`config.mk`:
```
export PLATFORM = sky130hd
export DESIGN_NAME = dq_ctrl
export DESIGN_NICKNAME = d
export VERILOG_FILES = /design/src/dq_pkg.sv /design/src/dq_ctrl.sv
export VERILOG_INCLUDE_DIRS = /design/src /design/src/src
export SDC_FILE = /design/constraint.sdc
export NUM_CORES = 1
export LEC_CHECK = 0
export BUFFER_PORTS_ARGS = -buffer_cell sky130_fd_sc_hd__buf_2
export CAP_MARGIN = 0
export CORE_UTILIZATION = 45
export CTS_CLUSTER_SIZE = 12
export DETAILED_ROUTE_END_ITERATION = 10
export GPL_ROUTABILITY_DRIVEN = 0
export MAX_ROUTING_LAYER = met4
export PLACE_DENSITY = 0.8
export SETUP_SLACK_MARGIN = 0.02
export SLEW_MARGIN = 20
export SYNTH_ARGS = -nofsm -noshare
export SYNTH_HDL_FRONTEND = slang
export SYNTH_SLANG_ARGS = --single-unit
```
`constraint.sdc`:
```
create_clock -name clk -period 2.6 [get_ports clk]
set_input_delay 0 -clock clk [delete_from_list [all_inputs] [get_ports clk]]
set_output_delay 0 -clock clk [all_outputs]
set_load 0.005 [all_outputs]
```
`src/double_ended_queue_top_assert.svh`:
```
// Assertion macros shared by the double-ended queue RTL.
`ifndef DOUBLE_ENDED_QUEUE_TOP_ASSERT_SVH
`define DOUBLE_ENDED_QUEUE_TOP_ASSERT_SVH

`ifndef SYNTH
// Check that a condition holds at every clock edge out of reset.
`define DQ_ASSERT_ALWAYS(lbl, cond, msg) \
  lbl: assert property (@(posedge clk) disable iff (!rst_n) (cond)) else $error(msg);
// Check that a condition implies another one in the same cycle.
`define DQ_ASSERT_SAME(lbl, ante, cons, msg) \
  lbl: assert property (@(posedge clk) disable iff (!rst_n) (ante) |-> (cons)) \
    else $error(msg);
// Check that a condition implies another one in the next cycle.
`define DQ_ASSERT_NEXT(lbl, ante, cons, msg) \
  lbl: assert property (@(posedge clk) disable iff (!rst_n) (ante) |=> (cons)) \
    else $error(msg);
`else
`define DQ_ASSERT_ALWAYS(lbl, cond, msg)
`define DQ_ASSERT_SAME(lbl, ante, cons, msg)
`define DQ_ASSERT_NEXT(lbl, ante, cons, msg)
`endif

`endif

```
`src/dq_pkg.sv`:
```
// Types and constants of the double-ended queue.
package dq_pkg;

  localparam int DEPTH_DEF = 64;
  localparam int DATA_W    = 32;

  // Request commands on the input channel
  typedef enum logic [2:0] {
    CMD_PUSH_BACK  = 3'd0,
    CMD_PUSH_FRONT = 3'd1,
    CMD_POP_BACK   = 3'd2,
    CMD_POP_FRONT  = 3'd3,
    CMD_VIEW       = 3'd4
  } cmd_t;

  // Result status codes
  typedef enum logic [1:0] {
    STS_LISTED = 2'd0,
    STS_EMPTY  = 2'd1,
    STS_FULL   = 2'd2
  } status_t;

  // Operation broadcast to every cell
  typedef enum logic [2:0] {
    OP_NONE,
    OP_PUSH_BACK,
    OP_PUSH_FRONT,
    OP_POP_BACK,
    OP_POP_FRONT,
    OP_ROTATE
  } op_t;

  typedef struct packed {
    op_t               op;
    logic [DATA_W-1:0] value;
  } cell_ctl_t;

  typedef enum logic {
    ST_IDLE,
    ST_VIEW
  } state_t;

endpackage

```
`src/dq_ctrl.sv`:
```
// Command sequencer, occupancy count and result register of the queue.
`include "double_ended_queue_top_assert.svh"
module dq_ctrl
  import dq_pkg::*;
#(
  parameter int DEPTH = DEPTH_DEF
)(
  input  logic              clk,
  input  logic              rst_n,
  input  logic              in_tvalid,
  output logic              in_tready,
  input  cmd_t              in_cmd,
  input  logic [DATA_W-1:0] in_value,
  input  logic [DATA_W-1:0] head_data,
  output cell_ctl_t         cell_ctl,
  output logic              out_tvalid,
  input  logic              out_tready,
  output status_t           out_status,
  output logic [DATA_W-1:0] out_element,
  output logic              out_last
);

  localparam int CNT_W = $clog2(DEPTH + 1);
  localparam logic [CNT_W-1:0] CNT_FULL = CNT_W'(DEPTH);

  state_t            state_r, state_nxt;
  logic [CNT_W-1:0]  cnt_r, cnt_nxt;
  logic [CNT_W-1:0]  idx_r, idx_nxt;
  logic              out_valid_r, out_valid_nxt;
  status_t           out_status_r, out_status_nxt;
  logic [DATA_W-1:0] out_element_r, out_element_nxt;
  logic              out_last_r, out_last_nxt;
  logic              out_free;
  logic              accept;
  logic              emit;
  status_t           emit_status;
  logic [DATA_W-1:0] emit_element;
  logic              emit_last;

  assign out_free  = !out_valid_r || out_tready;
  assign in_tready = (state_r == ST_IDLE) && out_free;
  assign accept    = in_tvalid && in_tready;

  // Decode the request, drive the cells and pick the result
  always_comb begin
    state_nxt      = state_r;
    cnt_nxt        = cnt_r;
    idx_nxt        = idx_r;
    cell_ctl.op    = OP_NONE;
    cell_ctl.value = in_value;
    emit           = 1'b0;
    emit_status    = STS_LISTED;
    emit_element   = '0;
    emit_last      = 1'b1;
    case (state_r)
      ST_IDLE: begin
        if (accept) begin
          case (in_cmd)
            CMD_PUSH_BACK, CMD_PUSH_FRONT: begin
              if (cnt_r == CNT_FULL) begin
                emit        = 1'b1;
                emit_status = STS_FULL;
              end else begin
                cell_ctl.op = (in_cmd == CMD_PUSH_BACK) ? OP_PUSH_BACK : OP_PUSH_FRONT;
                cnt_nxt     = cnt_r + CNT_W'(1);
              end
            end
            CMD_POP_BACK, CMD_POP_FRONT: begin
              if (cnt_r == '0) begin
                emit        = 1'b1;
                emit_status = STS_EMPTY;
              end else begin
                cell_ctl.op = (in_cmd == CMD_POP_BACK) ? OP_POP_BACK : OP_POP_FRONT;
                cnt_nxt     = cnt_r - CNT_W'(1);
              end
            end
            CMD_VIEW: begin
              if (cnt_r == '0) begin
                emit        = 1'b1;
                emit_status = STS_EMPTY;
              end else begin
                state_nxt = ST_VIEW;
                idx_nxt   = '0;
              end
            end
            default: begin
              // unused codes: drop the request
            end
          endcase
        end
      end
      ST_VIEW: begin
        // list the head and rotate the chain, one element per cycle while the result register is free
        if (out_free) begin
          emit         = 1'b1;
          emit_status  = STS_LISTED;
          emit_element = head_data;
          emit_last    = ((idx_r + CNT_W'(1)) == cnt_r);
          cell_ctl.op  = OP_ROTATE;
          idx_nxt      = idx_r + CNT_W'(1);
          if (emit_last) begin
            state_nxt = ST_IDLE;
          end
        end
      end
      default: begin
        state_nxt = ST_IDLE;
      end
    endcase
  end

  // Load the result register when it is free
  always_comb begin
    out_valid_nxt   = out_valid_r;
    out_status_nxt  = out_status_r;
    out_element_nxt = out_element_r;
    out_last_nxt    = out_last_r;
    if (out_free) begin
      out_valid_nxt = emit;
      if (emit) begin
        out_status_nxt  = emit_status;
        out_element_nxt = emit_element;
        out_last_nxt    = emit_last;
      end
    end
  end

  always_ff @(posedge clk) begin
    if (!rst_n) begin
      state_r     <= ST_IDLE;
      cnt_r       <= '0;
      idx_r       <= '0;
      out_valid_r <= 1'b0;
    end else begin
      state_r     <= state_nxt;
      cnt_r       <= cnt_nxt;
      idx_r       <= idx_nxt;
      out_valid_r <= out_valid_nxt;
    end
  end

  always_ff @(posedge clk) begin
    out_status_r  <= out_status_nxt;
    out_element_r <= out_element_nxt;
    out_last_r    <= out_last_nxt;
  end

  assign out_tvalid  = out_valid_r;
  assign out_status  = out_status_r;
  assign out_element = out_element_r;
  assign out_last    = out_last_r;

  `DQ_ASSERT_ALWAYS(a_cnt_bound, cnt_r <= CNT_FULL, "occupancy above depth")
  `DQ_ASSERT_SAME(a_view_nonempty, state_r == ST_VIEW, cnt_r != '0 && idx_r < cnt_r, "view past end")
  `DQ_ASSERT_SAME(a_view_blocks, state_r == ST_VIEW, !in_tready, "request taken during view")
  `DQ_ASSERT_NEXT(a_pop_count, accept && in_cmd == CMD_POP_FRONT && cnt_r != '0, cnt_r == $past(cnt_r) - CNT_W'(1), "pop did not lower count")

endmodule

```
==> results.tsv <==
metric	value	unit
Hold WC Path Type	in2out	
Max Freq	485	MHz
Final min period	2.06	ns
initial DRC count	140	
DRC Markers	0	
final hold violations	0	
vias	2046	
cells along the critical path	nor4_2, nand3_1, a21oi_1, o21a_1, buf_12	
final setup violation count	0	
Yosys Warn Count	0	
# IOs	143	
Synth async-reset ratio	0	
vias per inst	5.15	
Die W	79.3	um
CTS tree	done	
number of global-route vias before repair	1959	
largest net degree at the start of global routing	40	
mux contribution to synthesized area	0.0149	
Max stage delay on crit path	0.39	ns
first-pass GRT wire length	9190	um
Unique masters post-synth	47	
largest cells by area after synthesis	edfxtp_1 (39%), dfxtp_1 (12%), buf_4 (9.5%)	
Setup WS pre-CTS	0.572	ns
post-DP HPWL	4090	um
starting density of the core	0.476	
Inserted Diodes	0	
Post-synth EDFFs	35	
GRT Total Usage	0.196	
Final Non-Filler Cells	397	
final-stage net count	402	
CP Data Arrival Time	2.06	ns
Skew-Pair Late Insertion Delay	0.30	ns
RSZ-0062 raised after global routing	false	
Area growth syn-to-layout	24.2	%
Max Cap Viol	0	
Max clock buf depth	2	
Fill cells	424	
Routed WL	5990	um
Cell Area, Synth	2690	um2
sequential share of the synthesized area	0.510	
Seq pwr share	0.537	
Clk pwr share	0.312	
slowest CP cell	dfxtp_1	
Max-Slew Margin vs Limit	0.741	
leakage power	0.00145	uW
Port Buf Inserts	78	
PwrDens	524	nW/um2
Synth Flop Type	edfxtp_1	
cell row count	27	
Die Span Y	79.3	um
peak supply drop	0.000270	V
Max Slew Vio Count	0	
post-CTS setup buffers	0	
outcome	complete, no violations	
clock-pin slew on the worst setup and hold paths	0.09	ns
compound-cell area share of the yosys netlist	0.0973	
XOR/XNOR share of the synthesized area	0.0521	
Routed Antenna Nets	0	
HP Start	in_value[3]	
largest family of logic cells by synthesized area	simple AND/OR/NAND/NOR gates	
worst r2r src	cnt_r[0]$_SDFFE_PN0P_	
clock skew	0.0123	ns
Placed Cells	359	
Sw Share	0.235	
initial antenna violation count	0	
die area	6290	um2
Logic pwr share	0.151	
Net Switching	411	uW
crit end category	flop	
CTS Root Buffer Type	clkbuf_8	
average size of a mapped cell	11.0	um2
Worst setup SP type	flop	
DRT Pass-1 Iters	4	
adder-cell share of the synthesized area	0.0354	
per-cell routed wire length	15.1	um
layout cell share with drive strength beyond 1	0.292	
worst setup margin	0.539	ns
critical path data required time	2.60	ns
Tightest Pin Transition	0.388	ns
internal power	1340	uW
TritonCTS Sinks	51	
CP max FO	28	
H-tree levels	2	
Final period util	0.793	
flops & latches, synth	51	
Post-Route Setup TNS	0	ns
CTS buffer count	5	
final core area utilization	0.592	
Synth Instances	245	
crit path launch	cnt_r[0]$_SDFFE_PN0P_	
Synthesized Nets	323	
core area	5640	um2
total grt overflow	0	
largest area contributor in the netlist	edfxtp_1	
share of the synthesized area in the top cell type	0.391	
Simple-Gate Fraction of Synth Area	0.183	
critical path type	reg2reg	
-- critical path: cells and delay by family (launching register included) --
| kind | cells | cell delay (ns) |
|---|---|---|
| flip-flops | 1 | 0.39 |
| buffers and inverters | 1 | 0.24 |
| AND/OR/NAND/NOR | 2 | 0.53 |
| AO/OA/AOI/OAI | 2 | 0.58 |
-- per-stage QoR --
step                instance area [um2]  hold slack [ns]  total power (uW)
floorplan                          2690           0.0808              1120
global placement                   2930        0.0000346              1180
detailed placement                 2930        0.0000346              1180
CTS                                3320        0.0000346              1750
global route                       3340       0.00000816              1830
finish                             3340       0.00000199              1750
-- power by group through the flow --
stage          sequential (uW)  combinational [uW]  clock (uW)
2_1_floorplan              961                 161           0
3_3_place_gp               955                 222           0
3_5_place_dp               958                 226           0
4_1_cts                    939                 260         555
5_1_grt                    944                 289         595
6_report                   940                 264         547
-- area by class of cell --
| class | instances | area [um2] | share of cell area |
|---|---|---|---|
| clock inverter | 2 | 37.5 | 0.0112 |
| multi-input combinational | 152 | 1030 | 0.308 |
| clock buffer | 6 | 72.6 | 0.0217 |
| inverter | 3 | 11.3 | 0.00337 |
| tap | 72 | 90.1 | 0.0270 |
| timing repair buffer | 111 | 726 | 0.217 |
| sequential | 51 | 1370 | 0.411 |
-- cell usage in the layout (no fill, tap or decap), types with 3 or more instances in the layout --
master,count
a21oi_1,10
and2_1,34
and3_1,4
buf_2,78
clkbuf_8,5
dfxtp_1,16
dlygate4sd3_1,30
edfxtp_1,35
ha_1,6
mux2i_1,4
nand2_1,7
nand3_1,8
nor2_1,16
nor2b_1,3
o21a_1,4
o21ai_0,6
xnor2_1,7
xor2_1,9
-- what timing repair did --
| item | in CTS | in global routing |
|---|---|---|
| hold buffers | 28 | 2 |
| resized for setup | 0 | 0 |
| hold endpoints to repair | 28 | 2 |
-- synthesized netlist by cell type (all sizes together), types with 4 or more instances --
library cell	count
and2	34
buf	34
o21ai	7
o21a	4
dfxtp	16
and3	5
edfxtp	35
nor2	16
nand3	8
ha	6
nand2	7
mux2i	4
xnor2	7
clkbuf	5
a21oi	10
xor2	9
-- worst paths after layout --
path | slack [ns] | endpoint | depth (start not counted)
setup / recovery | 0.54 | out_element[22]$_SDFFCE_PN0P_ | 5
hold / removal | 0.000002 | cell_ctl[3] | 0
setup reg to reg | 0.54 | out_element[22]$_SDFFCE_PN0P_ | 5
hold reg to reg | 0.49 | idx_r[6]$_SDFFE_PN0P_ | 1
-- per-layer routing --
metal  vias up  routed length, um  share of wire  track usage
li1        983                  -              -            -
met1       930               2590           0.43        0.230
met2        97               2670           0.45        0.307
met3        36                509          0.085       0.0506
met4         0                221          0.037        0.107
met5         -                  0              0            -
-- registers in the layout, indices dropped and copies added (netlist names) --
| signal | flops |
|---|---|
| idx_r | 7 |
| state_r | 1 |
| cnt_r | 7 |
| out_tvalid | 1 |
| out_status | 2 |
| out_last | 1 |
| out_element | 32 |
-- cell families (layout without fill, tap and decap cells) --
logic type	Yosys count	in the layout
adder cells (fa/ha/maj)	7	7
buffers and inverters	42	122
AND/OR/NAND/NOR	87	87
multiplexers	4	4
XOR/XNOR	16	16
flip-flops	51	51
AO/OA/AOI/OAI	38	38
(Power assumes the default switching activity.)
