===== src/double_ended_queue_top_assert.svh =====
// Assertion macros shared by the double-ended queue RTL.
`ifndef DOUBLE_ENDED_QUEUE_TOP_ASSERT_SVH
`define DOUBLE_ENDED_QUEUE_TOP_ASSERT_SVH

`ifndef SYNTH
// Check that a condition holds at every clock edge out of reset.
`define DQ_ASSERT_ALWAYS(lbl, cond, msg) \
  lbl: assert property (@(posedge clk) disable iff (!rst_n) (cond)) else $error(msg);
// Check that a condition implies another one in the same cycle.
`define DQ_ASSERT_SAME(lbl, ante, cons, msg) \
  lbl: assert property (@(posedge clk) disable iff (!rst_n) (ante) |-> (cons)) \
    else $error(msg);
// Check that a condition implies another one in the next cycle.
`define DQ_ASSERT_NEXT(lbl, ante, cons, msg) \
  lbl: assert property (@(posedge clk) disable iff (!rst_n) (ante) |=> (cons)) \
    else $error(msg);
`else
`define DQ_ASSERT_ALWAYS(lbl, cond, msg)
`define DQ_ASSERT_SAME(lbl, ante, cons, msg)
`define DQ_ASSERT_NEXT(lbl, ante, cons, msg)
`endif

`endif


===== src/dq_pkg.sv =====
// Types and constants of the double-ended queue.
package dq_pkg;

  localparam int DEPTH_DEF = 64;
  localparam int DATA_W    = 32;

  // Request commands on the input channel
  typedef enum logic [2:0] {
    CMD_PUSH_BACK  = 3'd0,
    CMD_PUSH_FRONT = 3'd1,
    CMD_POP_BACK   = 3'd2,
    CMD_POP_FRONT  = 3'd3,
    CMD_VIEW       = 3'd4
  } cmd_t;

  // Result status codes
  typedef enum logic [1:0] {
    STS_LISTED = 2'd0,
    STS_EMPTY  = 2'd1,
    STS_FULL   = 2'd2
  } status_t;

  // Operation broadcast to every cell
  typedef enum logic [2:0] {
    OP_NONE,
    OP_PUSH_BACK,
    OP_PUSH_FRONT,
    OP_POP_BACK,
    OP_POP_FRONT,
    OP_ROTATE
  } op_t;

  typedef struct packed {
    op_t               op;
    logic [DATA_W-1:0] value;
  } cell_ctl_t;

  typedef enum logic {
    ST_IDLE,
    ST_VIEW
  } state_t;

endpackage


===== src/dq_cell.sv =====
// One storage cell of the queue chain: holds one element and its valid bit.
module dq_cell
  import dq_pkg::*;
(
  input  logic              clk,
  input  logic              rst_n,
  input  cell_ctl_t         ctl,
  input  logic              valid_prev,
  input  logic [DATA_W-1:0] data_prev,
  input  logic              valid_next,
  input  logic [DATA_W-1:0] data_next,
  input  logic [DATA_W-1:0] data_head,
  output logic              valid_o,
  output logic [DATA_W-1:0] data_o
);

  logic              valid_r, valid_nxt;
  logic [DATA_W-1:0] data_r, data_nxt;

  // Work out the next element and valid bit from the neighbors
  always_comb begin
    valid_nxt = valid_r;
    data_nxt  = data_r;
    case (ctl.op)
      OP_PUSH_BACK: begin
        // fill the first empty cell
        if (!valid_r && valid_prev) begin
          valid_nxt = 1'b1;
          data_nxt  = ctl.value;
        end
      end
      OP_PUSH_FRONT: begin
        valid_nxt = valid_prev;
        data_nxt  = data_prev;
      end
      OP_POP_BACK: begin
        valid_nxt = valid_r && valid_next;
      end
      OP_POP_FRONT: begin
        valid_nxt = valid_next;
        data_nxt  = data_next;
      end
      OP_ROTATE: begin
        // advance toward the front, the last full cell takes the head
        if (valid_next) begin
          data_nxt = data_next;
        end else if (valid_r) begin
          data_nxt = data_head;
        end
      end
      default: begin
      end
    endcase
  end

  always_ff @(posedge clk) begin
    if (!rst_n) begin
      valid_r <= 1'b0;
    end else begin
      valid_r <= valid_nxt;
    end
  end

  always_ff @(posedge clk) begin
    data_r <= data_nxt;
  end

  assign valid_o = valid_r;
  assign data_o  = data_r;

endmodule


===== config.mk =====
export PLATFORM = sky130hd
export DESIGN_NAME = dq_cell
export DESIGN_NICKNAME = d
export VERILOG_FILES = /design/src/double_ended_queue_top_assert.svh /design/src/dq_pkg.sv /design/src/dq_cell.sv
export SDC_FILE = /design/constraint.sdc
export NUM_CORES = 1
export LEC_CHECK = 0
export ABC_AREA = 0
export BUFFER_PORTS_ARGS = -buffer_cell sky130_fd_sc_hd__buf_4
export CAP_MARGIN = 20
export CORE_UTILIZATION = 43
export CTS_CLUSTER_DIAMETER = 150
export CTS_CLUSTER_SIZE = 10
export DETAILED_ROUTE_END_ITERATION = 8
export PLACE_DENSITY = 0.91
export SYNTH_ARGS = -nofsm -noshare
export SYNTH_HDL_FRONTEND = slang
export SYNTH_SLANG_ARGS = --single-unit

===== constraint.sdc =====
create_clock -name clk -period 3.91 [get_ports clk]
set_input_delay 0.1955 -clock clk [delete_from_list [all_inputs] [get_ports clk]]
set_output_delay 0.1955 -clock clk [all_outputs]
set_load 0.02 [all_outputs]

==> results of run 1 <==
[logic make-up (layout without fill, tap and decap cells)]
family | count (synthesis) | count (layout) | share of synthesized area
compound gates | 90 | 90 | 0.289
simple gates | 79 | 79 | 0.164
flops | 33 | 33 | 0.447
buf+inv | 25 | 182 | 0.0758
mux | 4 | 4 | 0.0205
xor+xnor | 1 | 1 | 0.00399
[where the power goes]
part           total [mW]  internal, mW  switching, mW
clock               0.238         0.120          0.119
combinational       0.351         0.184          0.167
sequential          0.447         0.437        0.00986
total                1.04         0.742          0.295
[worst max-delay path: stages, from the launching register on]
cell and delay (ns):
dfxtp_1 0.37, nor2_1 0.06, nor2_1 0.08, a41oi_1 0.07
o22ai_4 0.85
[cells in the final DEF (no fill, tap or decap), drive strengths merged]
cell type and n:
mux2 4, inv 4, nor3b 10, nor3 1, o22ai 9, clkbuf 5, buf 170, nor2 6
edfxtp 32, nand2b 3, o311ai 1, clkinv 3, a211o 10, and3 1, nor2b 1, o221ai 1
dfxtp 1, a41oi 1, xnor2 1, a221oi 4, a21oi 41, nand2 57, o22a 4, a221o 18
a31oi 1
[worst paths after layout]
check	startpoint	to	slack, ns	cells after the start
setup / recovery	valid_o	data_o[4]	2.08	4
hold / removal	rst_n	valid_o	0.18	3
setup reg to reg	valid_o	data_o[4]	2.08	4
hold reg to reg	valid_o	valid_o	0.72	4
[flip-flops by register name, summed over array words and instances (netlist names)]
register,flops
data_o,32
valid_o,1
[stage by stage]
stage	std cells	hold slack [ns]	setup slack, ns
after CTS	456	0.174	2.08
after detailed placement	448	0.466	1.89
after floorplan	232	0.333	1.25
final	456	0.184	2.08
after global placement	446	0.468	1.86
after global routing	456	0.177	1.97
[area by class of cell]
| type | count | area share |
|---|---|---|
| Clock buffer | 5 | 0.0195 |
| Clock inverter | 3 | 0.00354 |
| Inverter | 4 | 0.00425 |
| Multi-Input combinational cell | 174 | 0.302 |
| Sequential cell | 33 | 0.278 |
| Tap cell | 67 | 0.0237 |
| Timing Repair Buffer | 170 | 0.369 |
[routing by layer]
| layer | part of all wire | vias to the layer above | wire, um |
|---|---|---|---|
| li1 | - | 1198 | - |
| met1 | 0.36 | 1147 | 2600 |
| met2 | 0.53 | 142 | 3820 |
| met3 | 0.098 | 8 | 705 |
| met4 | 0.011 | 0 | 80 |
| met5 | 0 | - | 0 |
==> flow_metrics.env, run 1 <==
export IMPL_synthArstFlopShare=0
export IMPL_synthToLayoutAreaGrowth_pct=60.9
export IMPL_postRouteAntennaNets=0
export IMPL_drt_pass1_iter_count=4
export IMPL_rsz0062_at_grt="no"
export IMPL_status="complete, no violations"
export IMPL_yosysTopAreaCellShare=0.438
export IMPL_power_mw=1.04
export IMPL_grt_max_degree=45
export IMPL_insertedDiodeCount=0
export IMPL_cts_clk_slew_worst_paths_ns=0.07
export IMPL_grt_pass1_wl_um=10800
export IMPL_fin_setup_tns_ns=0
export IMPL_final_nets=523
export IMPL_slew_headroom=0.262
export IMPL_core_area_sq_um=4820
export IMPL_clockBufferDepth=2
export IMPL_place_gp_congestion=0.887
export IMPL_ys_seq_area_frac=0.447
export IMPL_regArea_sq_um=981
export IMPL_grtUsageTotal=0.262
export IMPL_ctsResizeCount=0
export IMPL_use_met1=0.295
export IMPL_worstMarginPinSlew_ns=1.11
export IMPL_vias=2495
export IMPL_fin_util=0.733
export IMPL_p_leak_nw=1.62
export IMPL_p_per_area_nw_per_um2=294
export IMPL_ys_flop_type="edfxtp_1"
export IMPL_synth_most_common_cell="nand2_1"
export IMPL_slew_violations=0
export IMPL_fp_row_count=25
export IMPL_antenna_found_initial=0
export IMPL_routed_wl_um=7210
export IMPL_portBuffers=167
export IMPL_yosysWarnings=0
export IMPL_cts_tree="built"
export IMPL_synth_nets=367
export IMPL_start_util=0.456
export IMPL_io_pins=168
export IMPL_cp_data_arrival_time_ns=1.72
export IMPL_busiest_layer="met2"
export IMPL_fin_crit_sh=0.468
export IMPL_use_met2=0.489
export IMPL_setup_viol=0
export IMPL_ys_ff_latch=33
export IMPL_dieArea_sq_um=5400
export IMPL_skew_ns=0.00418
export IMPL_dieHeight_um=73.5
export IMPL_hold_class="in -> reg"
export IMPL_cts_setup_buffers=0
export IMPL_peakVddDrop_uv=156
export IMPL_syn_area_per_cell_sq_um=9.46
export IMPL_final_hold_viol_count=0
export IMPL_first_iter_violations=124
export IMPL_critPathLaunchType="flop"
export IMPL_drc=0
export IMPL_grt_pass1_vias=2320
export IMPL_die_w_um=73.5
export IMPL_syn_cell_area_sq_um=2200
export IMPL_cts_max_level=2
export IMPL_layout_drive_gt1_share=0.483
export IMPL_vias_per_cell=5.47
export IMPL_synthTopCellsByArea="edfxtp_1 (44%), nand2_1 (9.7%), a21oi_1 (9.1%)"
export IMPL_dp_hpwl_um=5490
export IMPL_critPathCaptureType="flop"
export IMPL_grt_overflow=0
export IMPL_ctsHoldBuffers=0
export IMPL_design_area_sq_um=3530
export IMPL_path_max_fanout=32
export IMPL_n_fill_cell=384
export IMPL_yosys_top_cells_count="nand2_1 (57), a21oi_1 (40), edfxtp_1 (32)"
export IMPL_crit_type="reg -> reg"
export IMPL_use_met3=0.0645
export IMPL_routedWlPerCell_um=15.8
export IMPL_cp_data_required_time_ns=3.80
export IMPL_clock_root_buffer="clkbuf_8"
export IMPL_ys_types=28
export IMPL_worstSkewPairLatency_ns=0.27
export IMPL_multiInputGateArea_sq_um=1070
export IMPL_place_area_sq_um=3450
export IMPL_synth_edf_count=32
export IMPL_clock_sinks=33
export IMPL_drv_cap=0
export IMPL_synthesis_instances=232
export IMPL_synth_top_cell_by_area="edfxtp_1"
export IMPL_period_needed_ns=1.83
export IMPL_numCtsBuffers=5
export IMPL_clock_fmax_mhz=547
Note: power is estimated with default switching activity, not from simulation.
==> run 2: changes to the inputs <==
--- a/config.mk
+++ b/config.mk
@@ -8,11 +8,11 @@
 export ABC_AREA = 0
 export BUFFER_PORTS_ARGS = -buffer_cell sky130_fd_sc_hd__buf_4
 export CAP_MARGIN = 20
-export CORE_UTILIZATION = 43
+export CORE_UTILIZATION = 36
 export CTS_CLUSTER_DIAMETER = 150
 export CTS_CLUSTER_SIZE = 10
 export DETAILED_ROUTE_END_ITERATION = 8
-export PLACE_DENSITY = 0.91
+export PLACE_DENSITY = 0.81
 export SYNTH_ARGS = -nofsm -noshare
 export SYNTH_HDL_FRONTEND = slang
 export SYNTH_SLANG_ARGS = --single-unit
==> constraint.sdc (replaced) <==
create_clock -name clk -period 1.6 [get_ports clk]
set_input_delay 0.08 -clock clk [delete_from_list [all_inputs] [get_ports clk]]
set_output_delay 0.08 -clock clk [all_outputs]
set_load 0.02 [all_outputs]
==> flow_metrics.env, run 2 (synthesis results as in run 1) <==
export IMPL_ctsHoldBuffers=0
export IMPL_clockBufferDepth=2
export IMPL_grt_pass1_vias=2351
export IMPL_worstMarginPinSlew_ns=0.869
export IMPL_first_iter_violations=115
export IMPL_crit_type="reg -> reg"
export IMPL_layout_drive_gt1_share=0.499
export IMPL_cp_data_arrival_time_ns=1.32
export IMPL_portBuffers=167
export IMPL_design_area_sq_um=3660
export IMPL_die_w_um=80.1
export IMPL_clock_root_buffer="clkbuf_8"
export IMPL_routedWlPerCell_um=15.3
export IMPL_insertedDiodeCount=0
export IMPL_vias_per_cell=5.38
export IMPL_critPathSlowestCell="dfxtp_4"
export IMPL_rsz0062_at_grt="no"
export IMPL_antenna_found_initial=0
export IMPL_io_pins=168
export IMPL_preCtsSetupSlack_ns=0.0294
export IMPL_final_cell_mix="buf_4 (176), nand2_1 (57), a21oi_1 (40)"
export IMPL_critical_path_max_stage_delay_ns=0.35
export IMPL_power_mw=2.74
export IMPL_final_nets=533
export IMPL_worstSkewPairLatency_ns=0.28
export IMPL_p_leak_nw=1.69
export IMPL_final_hold_viol_count=0
export IMPL_grt_max_degree=30
export IMPL_cts_setup_buffers=0
export IMPL_core_area_sq_um=5890
export IMPL_dp_hpwl_um=5600
export IMPL_vias=2552
export IMPL_drc=0
export IMPL_routed_wl_um=7260
export IMPL_dieArea_sq_um=6420
export IMPL_fp_row_count=28
export IMPL_postRouteAntennaNets=0
export IMPL_clock_fmax_mhz=749
export IMPL_ctsResizeCount=0
export IMPL_worst_slack_ns=0.265
export IMPL_final_common_cell="buf_4"
export IMPL_grtUsageTotal=0.224
export IMPL_place_gp_congestion=0.834
export IMPL_cp_data_required_time_ns=1.59
export IMPL_slew_headroom=0.421
export IMPL_grt_overflow=0
export IMPL_largest_register_ffs=32
export IMPL_p_per_area_nw_per_um2=747
export IMPL_cts_max_level=2
export IMPL_start_util=0.373
export IMPL_dieHeight_um=80.1
export IMPL_period_needed_ns=1.33
export IMPL_skew_ns=0.00482
export IMPL_critPathLaunchType="flop"
export IMPL_drt_pass1_iter_count=4
export IMPL_clock_sinks=33
export IMPL_synthToLayoutAreaGrowth_pct=66.8
export IMPL_numCtsBuffers=5
export IMPL_worst_path_stages=4
export IMPL_path_cells="inv_1 > a41oi_1 > o22ai_4 > buf_12"
export IMPL_slew_violations=0
export IMPL_critPathBufInv=2
export IMPL_critPathCaptureType="flop"
export IMPL_worstRegToRegCells=4
export IMPL_hold_depth=3
export IMPL_setup_viol=0
export IMPL_fin_util=0.622
export IMPL_path_max_fanout=16
export IMPL_grt_pass1_wl_um=11000
export IMPL_hold_class="in -> reg"
export IMPL_fin_crit_sh=0.834
export IMPL_cts_clk_slew_worst_paths_ns=0.07
export IMPL_critPathTopFamily="compound AO/OA/AOI/OAI gates"
export IMPL_peakVddDrop_uv=533
export IMPL_status="complete, no violations"
export IMPL_fin_setup_tns_ns=0
export IMPL_cts_tree="built"
export IMPL_drv_cap=0
export IMPL_place_area_sq_um=3560
-- run 2: changes by cell type in the layout (fill, tap and decap cells not counted), sizes merged --
| cell | delta |
|---|---|
| buf | +10 |
| bufinv | +1 |
| clkbuf | +1 |
| clkinv | -2 |
-- run 2: where the power goes --
group	leakage (nW)	internal [mW]	total, mW	switching (mW)
combinational	1.32	0.482	0.900	0.419
clock	0.0528	0.459	0.746	0.287
sequential	0.318	1.07	1.09	0.0236
total	1.69	2.01	2.74	0.730
-- run 2: per-stage QoR --
stage	cells	hold WS, ns
detailed placement	466	0.336
global placement	465	0.327
floorplan	232	0.207
CTS	474	0.0363
global route	474	0.0533
finish	474	0.0429
-- run 2: path summary, 6_finish.rpt --
path              startpoint          to  slack [ns]
setup / recovery     valid_o  data_o[20]        0.27
hold / removal         rst_n     valid_o        0.04
setup reg to reg     valid_o  data_o[20]        0.27
hold reg to reg      valid_o     valid_o        0.71
-- run 2: layout make-up --
type | instances | area (sq um)
well taps | 75 | 93.8
clock inverters | 2 | 33.8
repair buffers | 180 | 1400
multi-input cells | 174 | 1070
flip-flops and latches | 33 | 985
fillers | 529 | 2220
inverters | 4 | 15.0
clock buffers | 6 | 72.6
-- run 2: layer usage --
| layer | part of all wire | vias up | wire [um] | track usage |
|---|---|---|---|---|
| met1 | 0.38 | 1181 | 2790 | 0.269 |
| met4 | 0.019 | 0 | 135 | 0.0732 |
| met5 | 0 | - | 0 | 0 |
| met2 | 0.51 | 136 | 3720 | 0.388 |
| met3 | 0.085 | 14 | 619 | 0.0591 |
| li1 | - | 1221 | - | - |
-- run 2: worst reg2reg max path: cells and delay by family (launching register included) --
kind	cells	cell delay, ns
AO/OA/AOI/OAI	2	0.42
flip-flops	1	0.35
buffers and inverters	2	0.26
==> run 3: changes to the inputs <==
--- a/config.mk
+++ b/config.mk
@@ -8,11 +8,11 @@
 export ABC_AREA = 0
 export BUFFER_PORTS_ARGS = -buffer_cell sky130_fd_sc_hd__buf_4
 export CAP_MARGIN = 20
-export CORE_UTILIZATION = 36
+export CORE_UTILIZATION = 40
 export CTS_CLUSTER_DIAMETER = 150
 export CTS_CLUSTER_SIZE = 10
 export DETAILED_ROUTE_END_ITERATION = 8
-export PLACE_DENSITY = 0.81
+export PLACE_DENSITY = 0.85
 export SYNTH_ARGS = -nofsm -noshare
 export SYNTH_HDL_FRONTEND = slang
 export SYNTH_SLANG_ARGS = --single-unit
==> constraint.sdc (replaced) <==
create_clock -name clk -period 1.25 [get_ports clk]
set_input_delay 0.0625 -clock clk [delete_from_list [all_inputs] [get_ports clk]]
set_output_delay 0.0625 -clock clk [all_outputs]
set_load 0.02 [all_outputs]
==> flow_metrics.env, run 3 (synthesis results as in run 1) <==
export IMPL_p_comb_frac=0.331
export IMPL_routedWlPerCell_um=16.4
export IMPL_dieHeight_um=76.1
export IMPL_synthToLayoutAreaGrowth_pct=68.9
export IMPL_pwr_share_clk=0.277
export IMPL_largest_register_ffs=32
export IMPL_drc=0
export IMPL_cts_tree="built"
export IMPL_drt_pass1_iter_count=4
export IMPL_violations="negative setup slack"
export IMPL_worst_slack_ns=-0.126
export IMPL_critPathLaunchType="flop"
export IMPL_p_leak_nw=1.71
export IMPL_cts_clk_slew_worst_paths_ns=0.07
export IMPL_ctsHoldBuffers=0
export IMPL_skew_ns=0.00907
export IMPL_cp_data_arrival_time_ns=1.37
export IMPL_power_frac_seq=0.392
export IMPL_final_cell_mix="buf_4 (179), nand2_1 (57), a21oi_1 (40)"
export IMPL_fin_setup_tns_ns=-3.50
export IMPL_clock_root_buffer="clkbuf_8"
export IMPL_dieArea_sq_um=5790
export IMPL_drv_cap=0
export IMPL_postRouteAntennaNets=0
export IMPL_critPathSlowestCell="dfxtp_4"
export IMPL_hold_class="in -> reg"
export IMPL_preCtsSetupSlack_ns=-0.259
export IMPL_p_int_mw=2.58
export IMPL_dp_hpwl_um=5910
export IMPL_clock_fmax_mhz=727
export IMPL_numCtsBuffers=5
export IMPL_io_pins=168
export IMPL_slew_violations=0
export IMPL_cts_max_level=2
export IMPL_insertedDiodeCount=0
export IMPL_vias_per_cell=5.45
export IMPL_grt_max_degree=26
export IMPL_routed_wl_um=7730
export IMPL_first_iter_violations=155
export IMPL_design_area_sq_um=3710
export IMPL_cts_setup_buffers=0
export IMPL_portBuffers=167
export IMPL_status="complete, but fails checks"
export IMPL_grt_pass1_vias=2481
export IMPL_rsz0062_at_grt="yes"
export IMPL_power_mw=3.56
export IMPL_antenna_found_initial=0
export IMPL_peakVddDrop_uv=642
export IMPL_p_switching_mw=0.977
export IMPL_place_area_sq_um=3580
export IMPL_p_per_area_nw_per_um2=960
export IMPL_fin_crit_sh=1.10
export IMPL_layout_drive_gt1_share=0.506
export IMPL_fp_row_count=26
export IMPL_cpMostUsedCell="nor2_1"
export IMPL_vias=2579
export IMPL_grt_pass1_wl_um=12200
export IMPL_final_common_cell="buf_4"
export IMPL_start_util=0.422
export IMPL_place_gp_congestion=0.834
export IMPL_grt_overflow=0
export IMPL_n_fill_cell=425
export IMPL_final_hold_viol_count=0
export IMPL_clockBufferDepth=2
export IMPL_setup_viol=32
export IMPL_worstMarginPinSlew_ns=0.670
export IMPL_critPathCaptureType="flop"
export IMPL_p_sw_frac=0.274
export IMPL_grtUsageTotal=0.265
export IMPL_period_needed_ns=1.38
export IMPL_critical_path_max_stage_delay_ns=0.36
export IMPL_core_area_sq_um=5200
export IMPL_die_w_um=76.1
export IMPL_path_max_fanout=19
export IMPL_worstSkewPairLatency_ns=0.28
export IMPL_clock_sinks=33
export IMPL_path_cells="nor2_1 > nor2_1 > a41oi_2 > o22ai_4 > buf_12"
export IMPL_slew_headroom=0.551
export IMPL_cp_data_required_time_ns=1.24
export IMPL_crit_type="reg -> reg"
export IMPL_final_nets=537
export IMPL_fin_util=0.713
==> run 3: repair_timing <==
item / 4_1_cts / 5_1_grt
endpoints found under the setup margin: 32 / 44
pin swaps: 1 / 0
gates resized for setup: 1 / 3
==> run 3: layout make-up <==
class                      instances  area [sq um]  share of cell area
inverter                           4          15.0             0.00405
timing repair buffer             184          1430               0.387
sequential                        33           985               0.265
tap                               70          87.6              0.0236
clock buffer                       6          72.6              0.0196
clock inverter                     2          33.8             0.00911
multi-input combinational        174          1080               0.292
==> run 3: worst paths after layout <==
| check | slack (ns) | endpoint | from | depth (start not counted) |
|---|---|---|---|---|
| hold reg to reg | 0.73 | valid_o | valid_o | 4 |
| setup reg to reg | -0.13 | data_o[28] | valid_o | 5 |
| hold / removal | 0.03 | valid_o | rst_n | 3 |
| setup / recovery | -0.13 | data_o[28] | valid_o | 5 |
==> run 3: stage by stage <==
step	cells	hold WS [ns]
after floorplan	232	0.190
after global placement	464	0.320
after detailed placement	465	0.342
after CTS	473	0.0387
after global routing	473	0.0403
final	473	0.0315
==> run 3: metal layers <==
metal,global-route usage,vias up,share of wire
met5,0,-,0
met4,0.0654,0,0.016
met3,0.0563,14,0.073
met2,0.488,133,0.53
met1,0.311,1204,0.38
li1,-,1228,-
==> run 3: power by group through the flow <==
| stage | logic [mW] | clock network (mW) | registers (mW) |
|---|---|---|---|
| 2_1_floorplan | 0.394 | 0 | 1.57 |
| 3_3_place_gp | 1.14 | 0 | 1.42 |
| 3_5_place_dp | 1.17 | 0 | 1.42 |
| 4_1_cts | 1.17 | 0.999 | 1.40 |
| 5_1_grt | 1.26 | 1.05 | 1.41 |
| 6_report | 1.18 | 0.985 | 1.40 |
==> run 3: worst max-delay path, delay by kind of cell (launching register included) <==
| kind | cells | cell delay [ns] |
|---|---|---|
| buffers and inverters | 1 | 0.20 |
| AOI/OAI and AO/OA | 2 | 0.33 |
| and+or+nand+nor | 2 | 0.18 |
| DFF | 1 | 0.36 |
